### config.mk
export PLATFORM = sky130hd
export DESIGN_NAME = ple_free_stack
export DESIGN_NICKNAME = d
export VERILOG_FILES = /design/src/rtl/core/ple_pkg.sv /design/src/rtl/core/ple_ram.sv /design/src/rtl/core/ple_free_stack.sv
export SDC_FILE = /design/constraint.sdc
export NUM_CORES = 1
export LEC_CHECK = 0
export BUFFER_PORTS_ARGS = -buffer_cell sky130_fd_sc_hd__buf_2
export CAP_MARGIN = 5
export CORE_ASPECT_RATIO = 2
export CORE_MARGIN = 8
export CORE_UTILIZATION = 37
export DETAILED_ROUTE_END_ITERATION = 8
export PLACE_DENSITY = 0.59
export REMOVE_ABC_BUFFERS = 1
export SLEW_MARGIN = 15
export SYNTH_ARGS = -nofsm -noshare
export SYNTH_HDL_FRONTEND = slang
export SYNTH_SLANG_ARGS = --single-unit
### constraint.sdc
create_clock -name clk -period 2.55 [get_ports clk]
set_input_delay 0.1275 -clock clk [delete_from_list [all_inputs] [get_ports clk]]
set_output_delay 0.1275 -clock clk [all_outputs]
set_load 0.02 [all_outputs]
### src/rtl/core/ple_pkg.sv
// Package for the positional list engine: operation and status codes,
// request and result item types, and the free-stack control group.
// No dependencies.
package ple_pkg;

    localparam int OP_W    = 3;
    localparam int VALUE_W = 32;
    localparam int POS_W   = 7;
    localparam int COUNT_W = 7;
    localparam int STAT_W  = 2;

    typedef enum logic [OP_W-1:0] {
        OP_INS_FIRST = 3'd0,
        OP_INS_LAST  = 3'd1,
        OP_INS_AT    = 3'd2,
        OP_DEL_FIRST = 3'd3,
        OP_DEL_LAST  = 3'd4,
        OP_DEL_AT    = 3'd5,
        OP_DISPLAY   = 3'd6,
        OP_CLEAR     = 3'd7
    } op_t;

    typedef enum logic [STAT_W-1:0] {
        ST_OK     = 2'd0,
        ST_EMPTY  = 2'd1,
        ST_BADPOS = 2'd2,
        ST_FULL   = 2'd3
    } status_t;

    typedef struct packed {
        op_t                       operation;
        logic signed [VALUE_W-1:0] value;
        logic [POS_W-1:0]          position;
    } req_t;

    typedef struct packed {
        status_t                   status;
        logic signed [VALUE_W-1:0] element;
        logic [COUNT_W-1:0]        count;
        logic                      last;
    } rsp_t;

    typedef struct packed {
        logic rd;
        logic push;
        logic clear;
    } fs_ctl_t;

endpackage

### src/rtl/core/ple_ram.sv
// Generic single-write, single-read synchronous RAM with registered read.
// No dependencies.
module ple_ram #(
    parameter int WIDTH = 32,
    parameter int DEPTH = 64
) (
    input  logic                     clk,
    input  logic                     we,
    input  logic [$clog2(DEPTH)-1:0] waddr,
    input  logic [WIDTH-1:0]         wdata,
    input  logic                     re,
    input  logic [$clog2(DEPTH)-1:0] raddr,
    output logic [WIDTH-1:0]         rdata
);

    logic [WIDTH-1:0] mem_reg [DEPTH];
    logic [WIDTH-1:0] rdata_reg;

    always_ff @(posedge clk)
    begin
        if (we)
        begin
            mem_reg[waddr] <= wdata;
        end
        if (re)
        begin
            rdata_reg <= mem_reg[raddr];
        end
    end

    assign rdata = rdata_reg;

endmodule

### src/rtl/core/ple_free_stack.sv
// Free-slot stack: RAM plus per-entry written bits; an unwritten entry
// reads as its own index, so reset and clear need no sweep.
// Depends on ple_pkg and ple_ram.
module ple_free_stack #(
    parameter int CAPACITY = 64
) (
    input  logic                        clk,
    input  logic                        rst_n,
    input  ple_pkg::fs_ctl_t            ctl,
    input  logic [$clog2(CAPACITY)-1:0] raddr,
    input  logic [$clog2(CAPACITY)-1:0] waddr,
    input  logic [$clog2(CAPACITY)-1:0] wdata,
    output logic [$clog2(CAPACITY)-1:0] slot
);

    localparam int SW = $clog2(CAPACITY);

    logic [CAPACITY-1:0] written_reg;
    logic [CAPACITY-1:0] written_next;
    logic                hit_reg;
    logic                hit_next;
    logic [SW-1:0]       raddr_reg;
    logic [SW-1:0]       raddr_next;
    logic [SW-1:0]       ram_rdata;

    ple_ram #(
        .WIDTH (SW),
        .DEPTH (CAPACITY)
    ) u_ram (
        .clk   (clk),
        .we    (ctl.push),
        .waddr (waddr),
        .wdata (wdata),
        .re    (ctl.rd),
        .raddr (raddr),
        .rdata (ram_rdata)
    );

    always_comb
    begin
        written_next = written_reg;
        hit_next     = hit_reg;
        raddr_next   = raddr_reg;
        if (ctl.clear)
        begin
            written_next = '0;
        end
        else if (ctl.push)
        begin
            written_next[waddr] = 1'b1;
        end
        if (ctl.rd)
        begin
            hit_next   = written_reg[raddr];
            raddr_next = raddr;
        end
    end

    always_ff @(posedge clk or negedge rst_n)
    begin
        if (!rst_n)
        begin
            written_reg <= '0;
            hit_reg     <= 1'b0;
            raddr_reg   <= '0;
        end
        else
        begin
            written_reg <= written_next;
            hit_reg     <= hit_next;
            raddr_reg   <= raddr_next;
        end
    end

    assign slot = hit_reg ? ram_rdata : raddr_reg;

endmodule

Word level (Yosys, flattened, before mapping)

Memories as Yosys holds them, arrays and structs flattened. A register that Yosys moved wholly into a read port is not among the register bits.
Index checks and enable logic that the tools add are counted.

Word-level logic and storage cells: 19
Input bits: 23
Memories kept: 1
Output and inout port bits: 6
Bits in writable memories: 384
Register bits after elaboration: 71

Multiplexer cells: 9
Bitwise operators: 1
Magnitude comparators: 3
Reduce and logical (&&, ||, !) cells: 2

Memory list:

| name          | depth | bits a word | rd ports | clocked after memory_dff | wr ports | line          | RTL |
|---|---|---|---|---|---|---|---|
| u_ram.mem_reg | 64    | 6           | 1        | 1                        | 1        | ple_ram.sv:16 | `logic [WIDTH-1:0] mem_reg [DEPTH];` |

Operators by type and width:

| operator                                            | count |
|---|---|
| two-way mux 64 bit                                  | 2 |
| OR 64 bit                                           | 1 |
| < comparator 6 x 7 -> 1 bit, second input constant  | 2 |
| binary-select mux 1 bit (select 6 bit)              | 1 |
| demux 1 bit (select 6 bit)                          | 1 |
| >= comparator 6 x 1 -> 1 bit, second input constant | 1 |
| two-way mux 6 bit                                   | 1 |
| two-way mux 1 bit                                   | 4 |
| nonzero test 2 bit                                  | 1 |
| logical AND 1 bit                                   | 1 |

Depth between registers and ports, before layout

Depth in word-level cells: 7
Gate-level depth with buffers: 8
Gate-level depth less buffers: 5

Modules after synthesis

From an unflattened synthesis, not the netlist that was laid out.

Cells, all modules: 1,039
Area, all modules: 18,647.9 sq um

Modules (own cells, without submodules):

| module         | cells each | area each (sq um) | seq. area each (sq um) | times used |
|---|---|---|---|---|
| ple_ram        | 720        | 15,285.9          | 11,711.2               | 1 |
| ple_free_stack | 319        | 3,362.0           | 1,776.7                | 1 |

Least setup slack after synthesis

OpenSTA, ideal clock, no wires.

Path type: input to register
From: input raddr[0]
To: register u_ram.rdata_reg[0], in the netlist u_ram.rdata[0], read port of u_ram.mem_reg (data pin)
Slack: 510 ps
Required time: 2,294 ps
Library setup time: 256 ps
Arrival: 1,784 ps
Path buffers: 3
Cell stages on the path: 7
Cell sequence: buf_2 -> buf_6 -> buf_4 -> mux4_2 -> mux4_2 -> o22ai_1 -> nor2_1

RTL lines:

| what            | line                 | RTL |
|---|---|---|
| start, declared | ple_free_stack.sv:10 | `input logic [$clog2(CAPACITY)-1:0] raddr,` |
| end, declared   | ple_ram.sv:17        | `logic [WIDTH-1:0] rdata_reg;` |

==> out/results.env <==
STATUS='complete, no violations'
CLOCK_TREE_FROM_TRITONCTS='done'
MAX_FREQ_MHz=468.0
SEQUENTIAL_CELL_FRACTION_OF_TOTAL_POWER_PCT=53.6
MAXIMUM_FANOUT_ALONG_THE_WORST_PATH=1
SLEW_VIOLATIONS=0
SWSHARE_PCT=20.86
POWER_REPORT.INTERNAL_TOTAL_W=0.01224
WORSTPATHBUFFERINVERTERCOUNT=0
FIRST_ITER_VIOLATIONS=869
TIMING.CRITICAL_PATH.MAX_DELAY_FAMILY='multiplexers'
CLOCKBUFFERDEPTH=3
CTS_SETUP_BUFFERS=0
CLOCK_LATENCY_NS=0.55
SYNTH_TOP_CELLS_BY_AREA='sky130_fd_sc_hd__edfxtp_1 (64%), sky130_fd_sc_hd__mux4_2 (16%), sky130_fd_sc_hd__dfrtp_1 (9.8%)'
DIE_OUTLINE_HEIGHT_UM=329.6
GPL_CONGESTION=0.7918
MIN_PERIOD_NS=2.137
SYNTH_SEQ_AREA_SHARE_PCT=74.14
CPPEAKSTAGEDELAY_NS=0.51
SETUP_VIOL=0
ELEMENT_TYPE_AT_THE_CRITICAL_PATH_END='register'
WORST_EP_ARRIVAL_TIME_NS=2.41
SYNTH-EDFF-COUNT=390
FIRSTDRTPASSITERS=5
POWER.STATIC_LEAKAGE_nW=7.236
FP.DIEW_UM=172.8
SYNTHTOLAYOUTAREAGROWTH_PCT=16.59
CORE.ROWCOUNT=115
CRIT_CHAIN='mux4_2, mux4_2, nor2b_1, a211oi_1, a21oi_1'
HOLD_VIOL_FINAL=0
NUMBER_OF_ANTENNA_VIOLATIONS_AT_THE_FIRST_CHECK_IN_GLOBAL_ROUTING=1
LAYOUT.CELLS.MOST_COMMON_LIST='sky130_fd_sc_hd__edfxtp_1 (390), sky130_fd_sc_hd__nor2_1 (191), sky130_fd_sc_hd__mux4_2 (129), sky130_fd_sc_hd__buf_4 (99), sky130_fd_sc_hd__dfrtp_1 (71)'
WIRELENGTH_MM=42.49
FINALINSTANCEAREA_UM2=21210
CLKSLEWWORSTSETUPHOLDPATHS_NS=0.06
PLACEMENT.IO_BUFFERS=28
PWR-SHARE-COMB_PCT=5.7
VIA_COUNT_OF_THE_FIRST_GLOBAL_ROUTING_PASS=9917
REMAINING_DRCS=0
GRT_START_MAX_NET_PINS=72
CRIT_PATH_START='u_ram.mem_reg[11][1]'
POST_DRT_WL_PER_CELL_UM=24.21
CRITPATHSLOWESTCELL='sky130_fd_sc_hd__mux4_2'
CTS_SINKS=461
DRT-VIAS-PER-INSTANCE=5.339
ASYNC_FLOP_SHARE_PCT=15.40
GRT_UTIL_ALL_LAYERS_PCT=14.95
CRITICAL_PATH_REQUIRED_NS=2.83
AREA_SHARE_OF_THE_LARGEST_CELL_TYPE_AFTER_SYNTHESIS_PCT=64.37
FINCLKSKEW_NS=0.01568
RSZ_0062_RAISED_AFTER_GLOBAL_ROUTING='no'
CTS_ROOT_BUFFER='sky130_fd_sc_hd__clkbuf_16'
POST_SYNTHESIS_AVERAGE_CELL_AREA_UM2=19.25
HOLD_CLASS='input port to register'
POST-SYNTH-TOP-AREA-CELL='sky130_fd_sc_hd__edfxtp_1'
TIMING.MAX_SLEW.REL_SLACK_PCT=33.80
CRITPATHMOSTFREQUENTCELL='sky130_fd_sc_hd__mux4_2'
TYPE_OF_THE_WORST_SETUP_PATH='register to register'
POWER_DENSITY_OVER_THE_CELLS_nW_PER_UM2=729.2
POWER.SWITCHING_W=0.003227
REGISTER_AREA_UM2=13490
POST_SYNTHESIS_SEQUENTIAL_ELEMENT_COUNT=461
VDD.IR_DROP.WORST_V=0.0005872
STARTING_DENSITY_OF_THE_CORE_PCT=37.19
MAXCAPVIOLCOUNT=0
GRT_OVERFLOW=0
YS_DOMINANT_REG_CELL='sky130_fd_sc_hd__edfxtp_1'
FIN_SETUP_TNS_NS=0
WORST-SLEW-PIN-TRANSITION_NS=0.9929
CTS_MAX_LEVEL=2
NUMCTSBUFFERS=44
IOS=29
GLOBAL_ROUTE_WIRE_LENGTH_BEFORE_REPAIR_MM=64.09
CP-START-KIND='register'
NETLIST_AREA_UM2=18190
TOTAL_AREA_OF_MULTI_INPUT_COMBINATIONAL_CELLS_UM2=4419
NUMBER_OF_FLIP_FLOPS_UNDER_THE_LARGEST_REGISTER_NAME=384
DRIVE_ABOVE_1_SHARE_PCT=30.69
YS_WARN_COUNT=0
HP-START='wdata[3]'
SYNTHCELLS=945
CRITICAL_PATH.REG2REG.STARTPOINT='u_ram.mem_reg[11][1]'
VIAS=9370
DP_HPWL_MM=28.03
POSTROUTEANTENNANETS=0
LAYOUT.CELLS.MOST_COMMON='sky130_fd_sc_hd__edfxtp_1'
HOLD_WS_NS=0.04116
FINAL_NET_COUNT=1099
NUM-FILL-CELLS=4312
CLOCK_POWER_SHARE_PCT=40.7
FP.COREAREA_UM2=48920
PLACEDINSTANCEAREA_UM2=19780
FLOORPLAN.DIE_AREA_UM2=56950
YOSYSUNIQUECELLTYPES=32
FIN_CRIT_SH_PCT=83.79
-- synthesized netlist by cell type (5+ instances only) --
library cell               instances
sky130_fd_sc_hd__edfxtp_1        390
sky130_fd_sc_hd__a21oi_1           6
sky130_fd_sc_hd__mux2_2           12
sky130_fd_sc_hd__o22ai_1           8
sky130_fd_sc_hd__clkbuf_1         24
sky130_fd_sc_hd__nor2b_1           7
sky130_fd_sc_hd__buf_2             9
sky130_fd_sc_hd__nand2b_1          5
sky130_fd_sc_hd__buf_6             7
sky130_fd_sc_hd__buf_1             9
sky130_fd_sc_hd__mux4_2          129
sky130_fd_sc_hd__nor2_1          191
sky130_fd_sc_hd__nand3_1          11
sky130_fd_sc_hd__nand2_1          11
sky130_fd_sc_hd__dfrtp_1          71
sky130_fd_sc_hd__mux2i_1          22
-- final timing paths --
| path | to | slack (ns) | cells past startpoint |
|---|---|---|---|
| min in group asynchronous | raddr_reg[4] | 0.27 | 2 |
| worst max register to register | u_ram.rdata[1] | 0.41 | 5 |
| worst max-delay path | u_ram.rdata[1] | 0.41 | 5 |
| max in group asynchronous | written_reg[15] | 1.61 | 2 |
| worst min-delay path | u_ram.mem_reg[28][3] | 0.04 | 1 |
| worst min register to register | written_reg[62] | 0.50 | 2 |
-- layout make-up --
cell class                 instances  share of cell area [%]
tap                              643                   3.793
clock buffer                      60                   5.669
antenna                            1                 0.01180
timing repair buffer             138                   5.185
sequential                       461                   63.59
multi-input combinational        429                   20.84
clock inverter                    21                  0.8790
inverter                           2                 0.03539
-- per-stage QoR --
| step | cells | utilization, % | power (W) | worst slack [ns] |
|---|---|---|---|---|
| final | 1755 | 43.36 | 0.01547 | 0.4133 |
| after detailed placement | 1669 | 40.43 | 0.009338 | 0.09175 |
| after CTS | 1754 | 43.35 | 0.01564 | 0.4153 |
| after global placement | 1669 | 40.43 | 0.009313 | 0.1127 |
| after global routing | 1754 | 43.35 | 0.01594 | 0.3762 |
| after floorplan | 892 | - | 0.008803 | 0.6809 |
-- worst register-to-register path: cells and delay by family (launching register included) --
family           cells  cell delay, ns
multiplexers         2            1.00
AO/OA/AOI/OAI        2            0.32
flip-flops           1            0.40
AND/OR/NAND/NOR      1            0.15
-- what timing repair did --
item / 4_1_cts / 5_1_grt
resized for setup: 0 / 0
hold endpoints to repair: 78 / 0
hold buffers: 4 / 0
-- per-layer routing --
layer,global-route usage (%),share of wire [%],vias to the layer above
li1,-,-,4001
met1,19.65,42,4947
met2,24.84,49,349
met3,2.788,6.1,73
met4,4.818,2.8,0
met5,0,0,-
-- cells by family after synthesis --
group / count (synthesis) / synth area share, %
mux: 163 / 17.92
simple gates: 238 / 5.330
compound gates: 28 / 1.039
flops: 461 / 74.14
buf+inv: 55 / 1.568
-- power groups by stage --
| stage | logic (W) | clock network [W] | registers, W |
|---|---|---|---|
| 4_1_cts | 0.000902 | 0.00645 | 0.00828 |
| 6_report | 0.000888 | 0.00629 | 0.00829 |
| 2_1_floorplan | 0.000374 | 0 | 0.00843 |
| 3_3_place_gp | 0.000875 | 0 | 0.00844 |
| 3_5_place_dp | 0.000895 | 0 | 0.00844 |
| 5_1_grt | 0.000949 | 0.00671 | 0.00829 |
Power figures use the tool's default switching activity.
